File: src/rtl/core/evad_pkg.sv
package evad_pkg;

    localparam int MAX_FRAME_LENGTH = 4096;
    localparam int RUN_COUNT_WIDTH  = 10;

    localparam int SAMPLE_W       = 16;
    localparam int SQUARE_W       = 2 * SAMPLE_W;
    localparam int ENERGY_W       = 43;
    localparam int FRAME_LEN_W    = 13;
    localparam int MIN_RUN_W      = 10;
    localparam int HOLD_SAMPLES_W = 20;
    localparam int HOLD_W         = 22;
    localparam int POS_W          = $clog2(MAX_FRAME_LENGTH);
    localparam int EFF_LEN_W      = POS_W + 1;
    localparam int RUN_CMP_W      = (RUN_COUNT_WIDTH > MIN_RUN_W) ? RUN_COUNT_WIDTH : MIN_RUN_W;
    localparam int CFG_INDEX_W    = 3;
    localparam int CFG_DATA_W     = ENERGY_W;

    localparam logic [ENERGY_W-1:0]        ENERGY_MAX = '1;
    localparam logic [RUN_COUNT_WIDTH-1:0] RUN_MAX    = '1;

    typedef enum logic [CFG_INDEX_W-1:0] {
        CFG_FRAME_LENGTH      = 3'd0,
        CFG_ENERGY_THRESHOLD  = 3'd1,
        CFG_MIN_LOUD_FRAMES   = 3'd2,
        CFG_MIN_QUIET_FRAMES  = 3'd3,
        CFG_HOLD_SAMPLES      = 3'd4
    } cfg_index_t;

    typedef struct packed {
        logic                frame_end;
        logic [ENERGY_W-1:0] energy;
    } frame_info_t;

    typedef struct packed {
        logic                frame_end;
        logic [ENERGY_W-1:0] frame_energy;
        logic                loud_frame;
        logic                speaking_now;
        logic                speech_started;
        logic                speech_ended;
        logic                frame_captured;
    } result_t;

    // Frame length as used: zero counts as one, and it is capped at the maximum.
    function automatic logic [EFF_LEN_W-1:0] eff_length(input logic [FRAME_LEN_W-1:0] len);
        logic [EFF_LEN_W-1:0] n;
        if (len == '0) begin
            n = EFF_LEN_W'(1);
        end else if (32'(len) > 32'(MAX_FRAME_LENGTH)) begin
            n = EFF_LEN_W'(MAX_FRAME_LENGTH);
        end else begin
            n = EFF_LEN_W'(len);
        end
        return n;
    endfunction

endpackage

File: src/rtl/core/evad_input_stage.sv
module evad_input_stage (
    input  logic                                 aclk,
    input  logic                                 aresetn,
    input  logic                                 s_valid,
    output logic                                 s_ready,
    input  logic signed [evad_pkg::SAMPLE_W-1:0] s_sample,
    input  logic                                 advance,
    output logic                                 sq_valid,
    output logic        [evad_pkg::SQUARE_W-1:0] square
);

    logic                            valid_reg;
    logic                            valid_next;
    logic [evad_pkg::SQUARE_W-1:0]   square_reg;
    logic signed [evad_pkg::SQUARE_W-1:0] product;

    assign product = s_sample * s_sample;
    assign s_ready = !valid_reg || advance;

    always_comb begin
        valid_next = valid_reg;
        if (s_ready) begin
            valid_next = s_valid;
        end
    end

    always_ff @(posedge aclk) begin
        if (!aresetn) begin
            valid_reg <= 1'b0;
        end else begin
            valid_reg <= valid_next;
        end
    end

    // The square of a 16-bit value is never negative, so the product is taken as unsigned.
    always_ff @(posedge aclk) begin
        if (s_valid && s_ready) begin
            square_reg <= $unsigned(product);
        end
    end

    assign sq_valid = valid_reg;
    assign square   = square_reg;

endmodule

File: src/rtl/core/evad_frame_acc.sv
module evad_frame_acc (
    input  logic                                   aclk,
    input  logic                                   aresetn,
    input  logic                                   advance,
    input  logic [evad_pkg::SQUARE_W-1:0]          square,
    input  logic [evad_pkg::EFF_LEN_W-1:0]         frame_len,
    output evad_pkg::frame_info_t                  frame_info
);

    logic [evad_pkg::POS_W-1:0]     pos_reg;
    logic [evad_pkg::POS_W-1:0]     pos_next;
    logic [evad_pkg::ENERGY_W-1:0]  sum_reg;
    logic [evad_pkg::ENERGY_W-1:0]  sum_next;
    logic [evad_pkg::EFF_LEN_W-1:0] pos_plus;
    logic [evad_pkg::ENERGY_W:0]    sum_wide;
    logic [evad_pkg::ENERGY_W-1:0]  sum_sat;
    logic                           last_sample;

    assign pos_plus    = {1'b0, pos_reg} + evad_pkg::EFF_LEN_W'(1);
    // A frame also ends at once if the length was lowered below the current position.
    assign last_sample = !(pos_plus < frame_len);

    assign sum_wide = {1'b0, sum_reg} + (evad_pkg::ENERGY_W + 1)'(square);
    assign sum_sat  = sum_wide[evad_pkg::ENERGY_W] ? evad_pkg::ENERGY_MAX
                                                   : sum_wide[evad_pkg::ENERGY_W-1:0];

    always_comb begin
        pos_next = pos_reg;
        sum_next = sum_reg;
        if (advance) begin
            if (last_sample) begin
                pos_next = '0;
                sum_next = '0;
            end else begin
                pos_next = pos_plus[evad_pkg::POS_W-1:0];
                sum_next = sum_sat;
            end
        end
    end

    always_ff @(posedge aclk) begin
        if (!aresetn) begin
            pos_reg <= '0;
            sum_reg <= '0;
        end else begin
            pos_reg <= pos_next;
            sum_reg <= sum_next;
        end
    end

    assign frame_info.frame_end = last_sample;
    assign frame_info.energy    = sum_sat;

endmodule

File: src/rtl/core/evad_speech_ctrl.sv
module evad_speech_ctrl (
    input  logic                                  aclk,
    input  logic                                  aresetn,
    input  logic                                  advance,
    input  evad_pkg::frame_info_t                 frame_info,
    input  logic [evad_pkg::EFF_LEN_W-1:0]        frame_len,
    input  logic [evad_pkg::ENERGY_W-1:0]         threshold,
    input  logic [evad_pkg::MIN_RUN_W-1:0]        min_loud,
    input  logic [evad_pkg::MIN_RUN_W-1:0]        min_quiet,
    input  logic [evad_pkg::HOLD_SAMPLES_W-1:0]   hold_samples,
    output evad_pkg::result_t                     result
);

    logic                                   in_speech_reg;
    logic                                   in_speech_next;
    logic [evad_pkg::RUN_COUNT_WIDTH-1:0]   loud_run_reg;
    logic [evad_pkg::RUN_COUNT_WIDTH-1:0]   loud_run_next;
    logic [evad_pkg::RUN_COUNT_WIDTH-1:0]   quiet_run_reg;
    logic [evad_pkg::RUN_COUNT_WIDTH-1:0]   quiet_run_next;
    logic signed [evad_pkg::HOLD_W-1:0]     hold_reg;
    logic signed [evad_pkg::HOLD_W-1:0]     hold_next;
    logic signed [evad_pkg::HOLD_W-1:0]     hold_after;
    logic signed [evad_pkg::HOLD_W-1:0]     len_s;
    logic signed [evad_pkg::HOLD_W-1:0]     reload_s;
    logic [evad_pkg::MIN_RUN_W-1:0]         need_loud;
    logic [evad_pkg::MIN_RUN_W-1:0]         need_quiet;
    logic [evad_pkg::RUN_COUNT_WIDTH-1:0]   loud_inc;
    logic [evad_pkg::RUN_COUNT_WIDTH-1:0]   quiet_inc;
    logic                                   loud;
    logic                                   started;
    logic                                   ended;
    logic                                   captured;

    assign need_loud  = (min_loud  == '0) ? evad_pkg::MIN_RUN_W'(1) : min_loud;
    assign need_quiet = (min_quiet == '0) ? evad_pkg::MIN_RUN_W'(1) : min_quiet;
    assign loud_inc   = (loud_run_reg  == evad_pkg::RUN_MAX) ? loud_run_reg  : loud_run_reg  + 1'b1;
    assign quiet_inc  = (quiet_run_reg == evad_pkg::RUN_MAX) ? quiet_run_reg : quiet_run_reg + 1'b1;
    assign len_s      = $signed(evad_pkg::HOLD_W'(frame_len));
    assign reload_s   = $signed(evad_pkg::HOLD_W'(hold_samples)) + len_s;
    assign loud       = frame_info.energy >= threshold;

    always_comb begin
        in_speech_next = in_speech_reg;
        loud_run_next  = loud_run_reg;
        quiet_run_next = quiet_run_reg;
        hold_next      = hold_reg;
        hold_after     = hold_reg;
        started        = 1'b0;
        ended          = 1'b0;
        captured       = 1'b0;
        if (frame_info.frame_end) begin
            if (loud) begin
                quiet_run_next = '0;
                loud_run_next  = loud_inc;
                if (!in_speech_reg &&
                    evad_pkg::RUN_CMP_W'(loud_inc) >= evad_pkg::RUN_CMP_W'(need_loud)) begin
                    in_speech_next = 1'b1;
                    hold_next      = '0;
                    started        = 1'b1;
                end
                captured = in_speech_next;
            end else begin
                loud_run_next = '0;
                if (in_speech_reg) begin
                    quiet_run_next = quiet_inc;
                    if (hold_reg > 0) begin
                        captured   = 1'b1;
                        hold_after = hold_reg - len_s;
                    end
                    if (evad_pkg::RUN_CMP_W'(quiet_inc) >= evad_pkg::RUN_CMP_W'(need_quiet) &&
                        hold_after <= 0) begin
                        in_speech_next = 1'b0;
                        ended          = 1'b1;
                    end
                    // The ramp-down count is loaded on the first quiet frame, after its end test.
                    hold_next = (quiet_inc == evad_pkg::RUN_COUNT_WIDTH'(1)) ? reload_s : hold_after;
                end
            end
        end
    end

    always_ff @(posedge aclk) begin
        if (!aresetn) begin
            in_speech_reg <= 1'b0;
            loud_run_reg  <= '0;
            quiet_run_reg <= '0;
            hold_reg      <= '0;
        end else if (advance) begin
            in_speech_reg <= in_speech_next;
            loud_run_reg  <= loud_run_next;
            quiet_run_reg <= quiet_run_next;
            hold_reg      <= hold_next;
        end
    end

    always_comb begin
        result.frame_end      = frame_info.frame_end;
        result.frame_energy   = frame_info.frame_end ? frame_info.energy : '0;
        result.loud_frame     = frame_info.frame_end && loud;
        result.speaking_now   = in_speech_next;
        result.speech_started = started;
        result.speech_ended   = ended;
        result.frame_captured = captured;
    end

endmodule

File: src/rtl/core/energy_voice_activity_detector_top.sv
// Energy voice activity detector. Each transaction on the s_ channel carries one signed
// 16-bit sample and yields exactly one transaction on the m_ channel, after it has passed
// the input register and the output register; one sample is taken every cycle while the
// output is not stalled. The sample is squared in the input register stage, and the frame
// sum, the loud test and the speech decision are made between that register and the
// output register. Fields other than speaking_now are only meaningful when frame_end is
// high. Configuration writes must be made while no sample is in flight.
module energy_voice_activity_detector_top (
    input  logic                                   aclk,
    input  logic                                   aresetn,
    input  logic                                   cfg_we,
    input  logic [evad_pkg::CFG_INDEX_W-1:0]       cfg_addr,
    input  logic [evad_pkg::CFG_DATA_W-1:0]        cfg_wdata,
    input  logic                                   s_valid,
    output logic                                   s_ready,
    input  logic signed [evad_pkg::SAMPLE_W-1:0]   s_sample,
    output logic                                   m_valid,
    input  logic                                   m_ready,
    output logic                                   m_frame_end,
    output logic [evad_pkg::ENERGY_W-1:0]          m_frame_energy,
    output logic                                   m_loud_frame,
    output logic                                   m_speaking_now,
    output logic                                   m_speech_started,
    output logic                                   m_speech_ended,
    output logic                                   m_frame_captured
);

    logic [evad_pkg::FRAME_LEN_W-1:0]    frame_length_reg;
    logic [evad_pkg::ENERGY_W-1:0]       threshold_reg;
    logic [evad_pkg::MIN_RUN_W-1:0]      min_loud_reg;
    logic [evad_pkg::MIN_RUN_W-1:0]      min_quiet_reg;
    logic [evad_pkg::HOLD_SAMPLES_W-1:0] hold_samples_reg;

    logic                           sq_valid;
    logic [evad_pkg::SQUARE_W-1:0]  square;
    logic                           advance;
    logic                           out_ready;
    logic [evad_pkg::EFF_LEN_W-1:0] frame_len;
    evad_pkg::frame_info_t          frame_info;
    evad_pkg::result_t              result;
    evad_pkg::result_t              result_reg;
    logic                           m_valid_reg;
    logic                           m_valid_next;

    always_ff @(posedge aclk) begin
        if (!aresetn) begin
            frame_length_reg <= evad_pkg::FRAME_LEN_W'(480);
            threshold_reg    <= evad_pkg::ENERGY_W'(48000000);
            min_loud_reg     <= evad_pkg::MIN_RUN_W'(3);
            min_quiet_reg    <= evad_pkg::MIN_RUN_W'(10);
            hold_samples_reg <= evad_pkg::HOLD_SAMPLES_W'(4800);
        end else if (cfg_we) begin
            case (evad_pkg::cfg_index_t'(cfg_addr))
                evad_pkg::CFG_FRAME_LENGTH: begin
                    frame_length_reg <= cfg_wdata[evad_pkg::FRAME_LEN_W-1:0];
                end
                evad_pkg::CFG_ENERGY_THRESHOLD: begin
                    threshold_reg <= cfg_wdata[evad_pkg::ENERGY_W-1:0];
                end
                evad_pkg::CFG_MIN_LOUD_FRAMES: begin
                    min_loud_reg <= cfg_wdata[evad_pkg::MIN_RUN_W-1:0];
                end
                evad_pkg::CFG_MIN_QUIET_FRAMES: begin
                    min_quiet_reg <= cfg_wdata[evad_pkg::MIN_RUN_W-1:0];
                end
                evad_pkg::CFG_HOLD_SAMPLES: begin
                    hold_samples_reg <= cfg_wdata[evad_pkg::HOLD_SAMPLES_W-1:0];
                end
                default: begin
                end
            endcase
        end
    end

    assign frame_len = evad_pkg::eff_length(frame_length_reg);
    assign out_ready = !m_valid_reg || m_ready;
    assign advance   = sq_valid && out_ready;

    evad_input_stage u_input_stage (
        .aclk     (aclk),
        .aresetn  (aresetn),
        .s_valid  (s_valid),
        .s_ready  (s_ready),
        .s_sample (s_sample),
        .advance  (advance),
        .sq_valid (sq_valid),
        .square   (square)
    );

    evad_frame_acc u_frame_acc (
        .aclk       (aclk),
        .aresetn    (aresetn),
        .advance    (advance),
        .square     (square),
        .frame_len  (frame_len),
        .frame_info (frame_info)
    );

    evad_speech_ctrl u_speech_ctrl (
        .aclk         (aclk),
        .aresetn      (aresetn),
        .advance      (advance),
        .frame_info   (frame_info),
        .frame_len    (frame_len),
        .threshold    (threshold_reg),
        .min_loud     (min_loud_reg),
        .min_quiet    (min_quiet_reg),
        .hold_samples (hold_samples_reg),
        .result       (result)
    );

    always_comb begin
        m_valid_next = m_valid_reg;
        if (advance) begin
            m_valid_next = 1'b1;
        end else if (m_ready) begin
            m_valid_next = 1'b0;
        end
    end

    always_ff @(posedge aclk) begin
        if (!aresetn) begin
            m_valid_reg <= 1'b0;
        end else begin
            m_valid_reg <= m_valid_next;
        end
    end

    always_ff @(posedge aclk) begin
        if (advance) begin
            result_reg <= result;
        end
    end

    assign m_valid          = m_valid_reg;
    assign m_frame_end      = result_reg.frame_end;
    assign m_frame_energy   = result_reg.frame_energy;
    assign m_loud_frame     = result_reg.loud_frame;
    assign m_speaking_now   = result_reg.speaking_now;
    assign m_speech_started = result_reg.speech_started;
    assign m_speech_ended   = result_reg.speech_ended;
    assign m_frame_captured = result_reg.frame_captured;

    // Events are only reported on a frame end, and never both in the same transaction.
    assert property (@(posedge aclk) disable iff (!aresetn)
        m_valid && (m_speech_started || m_speech_ended || m_frame_captured || m_loud_frame)
        |-> m_frame_end)
    else $error("speech event reported outside a frame end");

    assert property (@(posedge aclk) disable iff (!aresetn)
        m_valid && m_speech_started |-> m_speaking_now && !m_speech_ended && m_loud_frame)
    else $error("speech start inconsistent with speech state");

    assert property (@(posedge aclk) disable iff (!aresetn)
        m_valid && m_speech_ended |-> !m_speaking_now && !m_loud_frame)
    else $error("speech end inconsistent with speech state");

    // A result held under back-pressure must not be overwritten by the pipeline.
    assert property (@(posedge aclk) disable iff (!aresetn)
        m_valid && !m_ready |=> m_valid && $stable(result_reg))
    else $error("stalled result changed");

endmodule
File: config.mk
export PLATFORM = sky130hd
export DESIGN_NAME = energy_voice_activity_detector_top
export DESIGN_NICKNAME = d
export VERILOG_FILES = /design/src/rtl/core/evad_pkg.sv /design/src/rtl/core/evad_input_stage.sv /design/src/rtl/core/evad_frame_acc.sv /design/src/rtl/core/evad_speech_ctrl.sv /design/src/rtl/core/energy_voice_activity_detector_top.sv
export SDC_FILE = /design/constraint.sdc
export NUM_CORES = 1
export LEC_CHECK = 0
export ABC_AREA = 1
export BUFFER_PORTS_ARGS = -buffer_cell sky130_fd_sc_hd__buf_4
export CORE_ASPECT_RATIO = 0.7
export CORE_MARGIN = 3
export CORE_UTILIZATION = 25
export DETAILED_ROUTE_END_ITERATION = 10
export PLACE_DENSITY = 0.49
export SYNTH_ARGS = -nofsm -noshare
export SYNTH_HDL_FRONTEND = slang
export SYNTH_SLANG_ARGS = --single-unit
File: constraint.sdc
create_clock -name aclk -period 9.73 [get_ports aclk]
set_input_delay 0.4865 -clock aclk [delete_from_list [all_inputs] [get_ports aclk]]
set_output_delay 0.4865 -clock aclk [all_outputs]
set_load 0.02 [all_outputs]
==> results.ini <==
[die]
die-area_sq_um=110000
core_sq_um=105000
rows=99
initial_utilization=0.253
die_w_microns=395
num_io_pins=118
fp.dieH_microns=278

[timing]
rsz0062_at_grt=false
max_freq_mhz=156
tightest_slew_ns=0.967
min_period_ns=6.41
setup_viol=0
holdWs_ns=0.176
finalHoldViolations=0
period_share=0.659
finalSetupTns_ns=0
finalMaxSlewViolations=0
slew_headroom=0.352
clock_skew_ns=0.0308

[place]
place_hpwl_microns=65600
gp_congestion=0.904
port-buffer-count=117
placedCellCount=4971

[logic_synthesis]
synth_compound_area_frac=0.120
syn_area_sq_um=26500
synth_fa_ha_area_frac=0.287
syn_area_per_cell_sq_um=7.51
syn-num-nets=4065
yosys.area_share.simple=0.203
yosysTopAreaCellShare=0.178
synth-xor-area-share=0.0323
synthMuxAreaShare=0.000425
yosys.cell_types.count=61
dominantRegCellSynth=dfxtp_1
seq_area_frac_synth=0.239
synth_edf_count=80
synth_top_family_by_area=adder cells
yosys_warnings=0
synthesis.instances=3531
synth.area.top_cells=fa_1 (18%), dfxtp_1 (15%), nand2_1 (11%)
yosysTopAreaCell=fa_1
ys_seq_elements=276
synth-async-reset-ratio=0

[clocking]
post_cts_buffers=0
cts.clk_slew.worst_paths_ns=0.05
clockRootBuffer=clkbuf_16
cts_tree=yes
ctsResizeCount=0
postCtsHoldBufs=0
clock-sinks=276
cts_made_buffers=36
clkLatencyLatePin_ns=0.56
h-tree-depth=2
clock_path_buffers=3

[finish]
final_cell_mix=nand2_1 (775), inv_1 (708), a21oi_1 (290), nor2_1 (274), fa_1 (236)
final_common_cell=nand2_1
antenna_cells=0
layout.nets=4129
syn_to_final_growth_pct=13.1
final_util=0.286
stdcell_count=5033
drive_above_1_share=0.0660

[power_and_ir_drop]
p_leak_nw=14.6
swShare=0.520
worst_ir_drop_vdd_v=0.000409
internal_power_mw=5.19
power_frac_seq=0.156
power_frac_comb=0.720
switchingPower_mw=5.62
p_clk_frac=0.125
powerDensity_nw_per_um2=361

[drt]
firstDrtPassIters=6
route.detailed.drc=0
wl_microns=81900
vias=22200
drtAntennaViolNets=0
vias_per_cell=4.42
detail_route.iter0.violations=1826
wire_per_inst_microns=16.3

[global_route]
grt_use_total=0.148
grt_max_degree=66
grt_busiest_layer=met1
first_global_vias=21600
grt-ovfl-total=0
grt_use_met3=0.0249
grt_util_met1=0.248
antenna_found_initial=0
grt_pass1_wl_microns=129000
grt_util_met2=0.194

[setup_path]
critPathSlowestCell=a21oi_4
cp.arrival_ns=6.87
max_stage_delay_ns=0.69
crit_top_cell=nand2_1
worst-path-max-fanout=44
start_kind=flip-flop
critPathKind=flip-flop to flip-flop
crit_required_ns=10.18
cp-end-kind=flip-flop

[outcome]
outcome=complete, no violations

[run]
cap_violations=0

[worst_hold_path]
hold_path_class=input pin to flip-flop

## cell usage after synthesis (all sizes together) (2+ instances only)
library cell / instances
nor4: 13
o21bai: 10
clkinv: 5
a31o: 4
nand3b: 5
o31ai: 2
a211oi: 2
buf: 25
o21ai: 169
fa: 236
o21a: 12
a22oi: 10
xor2: 58
a21oi: 291
nand4: 31
and2: 4
nor2: 282
nand2: 787
xnor2: 39
a31oi: 19
nor3: 28
clkbuf: 76
a21o: 16
or2: 10
o211ai: 24
nand3: 133
a21boi: 7
dfxtp: 196
ha: 231
inv: 714
edfxtp: 80
## stage by stage
step	power, mW	cell area (sq um)	setup slack (ns)
after global routing	12.0	30000	2.66
after global placement	9.46	28800	3.32
after detailed placement	9.45	28800	3.22
after floorplan	7.23	26500	3.39
after CTS	10.9	30000	3.39
final	10.8	30000	3.32
## power groups by stage
stage | combinational, mW | clock [mW] | sequential, mW
finish | 7.78 | 1.35 | 1.68
global route | 8.89 | 1.43 | 1.69
CTS | 7.79 | 1.39 | 1.68
detailed placement | 7.74 | 0 | 1.71
global placement | 7.76 | 0 | 1.70
floorplan | 5.55 | 0 | 1.68
## final cells by class
type,instances,area (sq um)
Tap cell,1414,1770
Clock buffer,52,1090
Inverter,719,2700
Clock inverter,10,91.3
Multi-Input combinational cell,2435,17000
Fill cell,11400,74700
Timing Repair Buffer,127,953
Sequential cell,276,6330
## path summary, 6_finish.rpt
| check | from | to | slack, ns | cells past startpoint |
|---|---|---|---|---|
| max reg2reg | u_input_stage.square[6] | u_speech_ctrl.hold_reg[18] | 3.32 | 29 |
| max | u_input_stage.square[6] | u_speech_ctrl.hold_reg[18] | 3.32 | 29 |
| min | cfg_wdata[23] | threshold_reg[23] | 0.18 | 3 |
| min reg2reg | threshold_reg[30] | threshold_reg[30] | 0.46 | 2 |
## metal layers
metal / share of wire / routed length [microns] / vias to the layer above
li1: - / - / 11200
met1: 0.56 / 45700 / 10400
met2: 0.36 / 29800 / 582
met3: 0.069 / 5660 / 59
met4: 0.010 / 822 / 0
met5: 0 / 0 / -
## critical path: cells and delay by family (launching register included)
family	cells	cell delay, ns
compound gates	9	2.09
fa+ha+maj	2	0.73
buf+inv	4	1.11
flops	1	0.37
simple gates	14	1.95
## kinds of logic after synthesis
kind of cell,count (synthesis)
mux,1
simple gates,1295
flops,276
compound gates,575
fa+ha+maj,467
xor+xnor,97
buf+inv,820
Note: power is estimated with default switching activity, not from simulation.
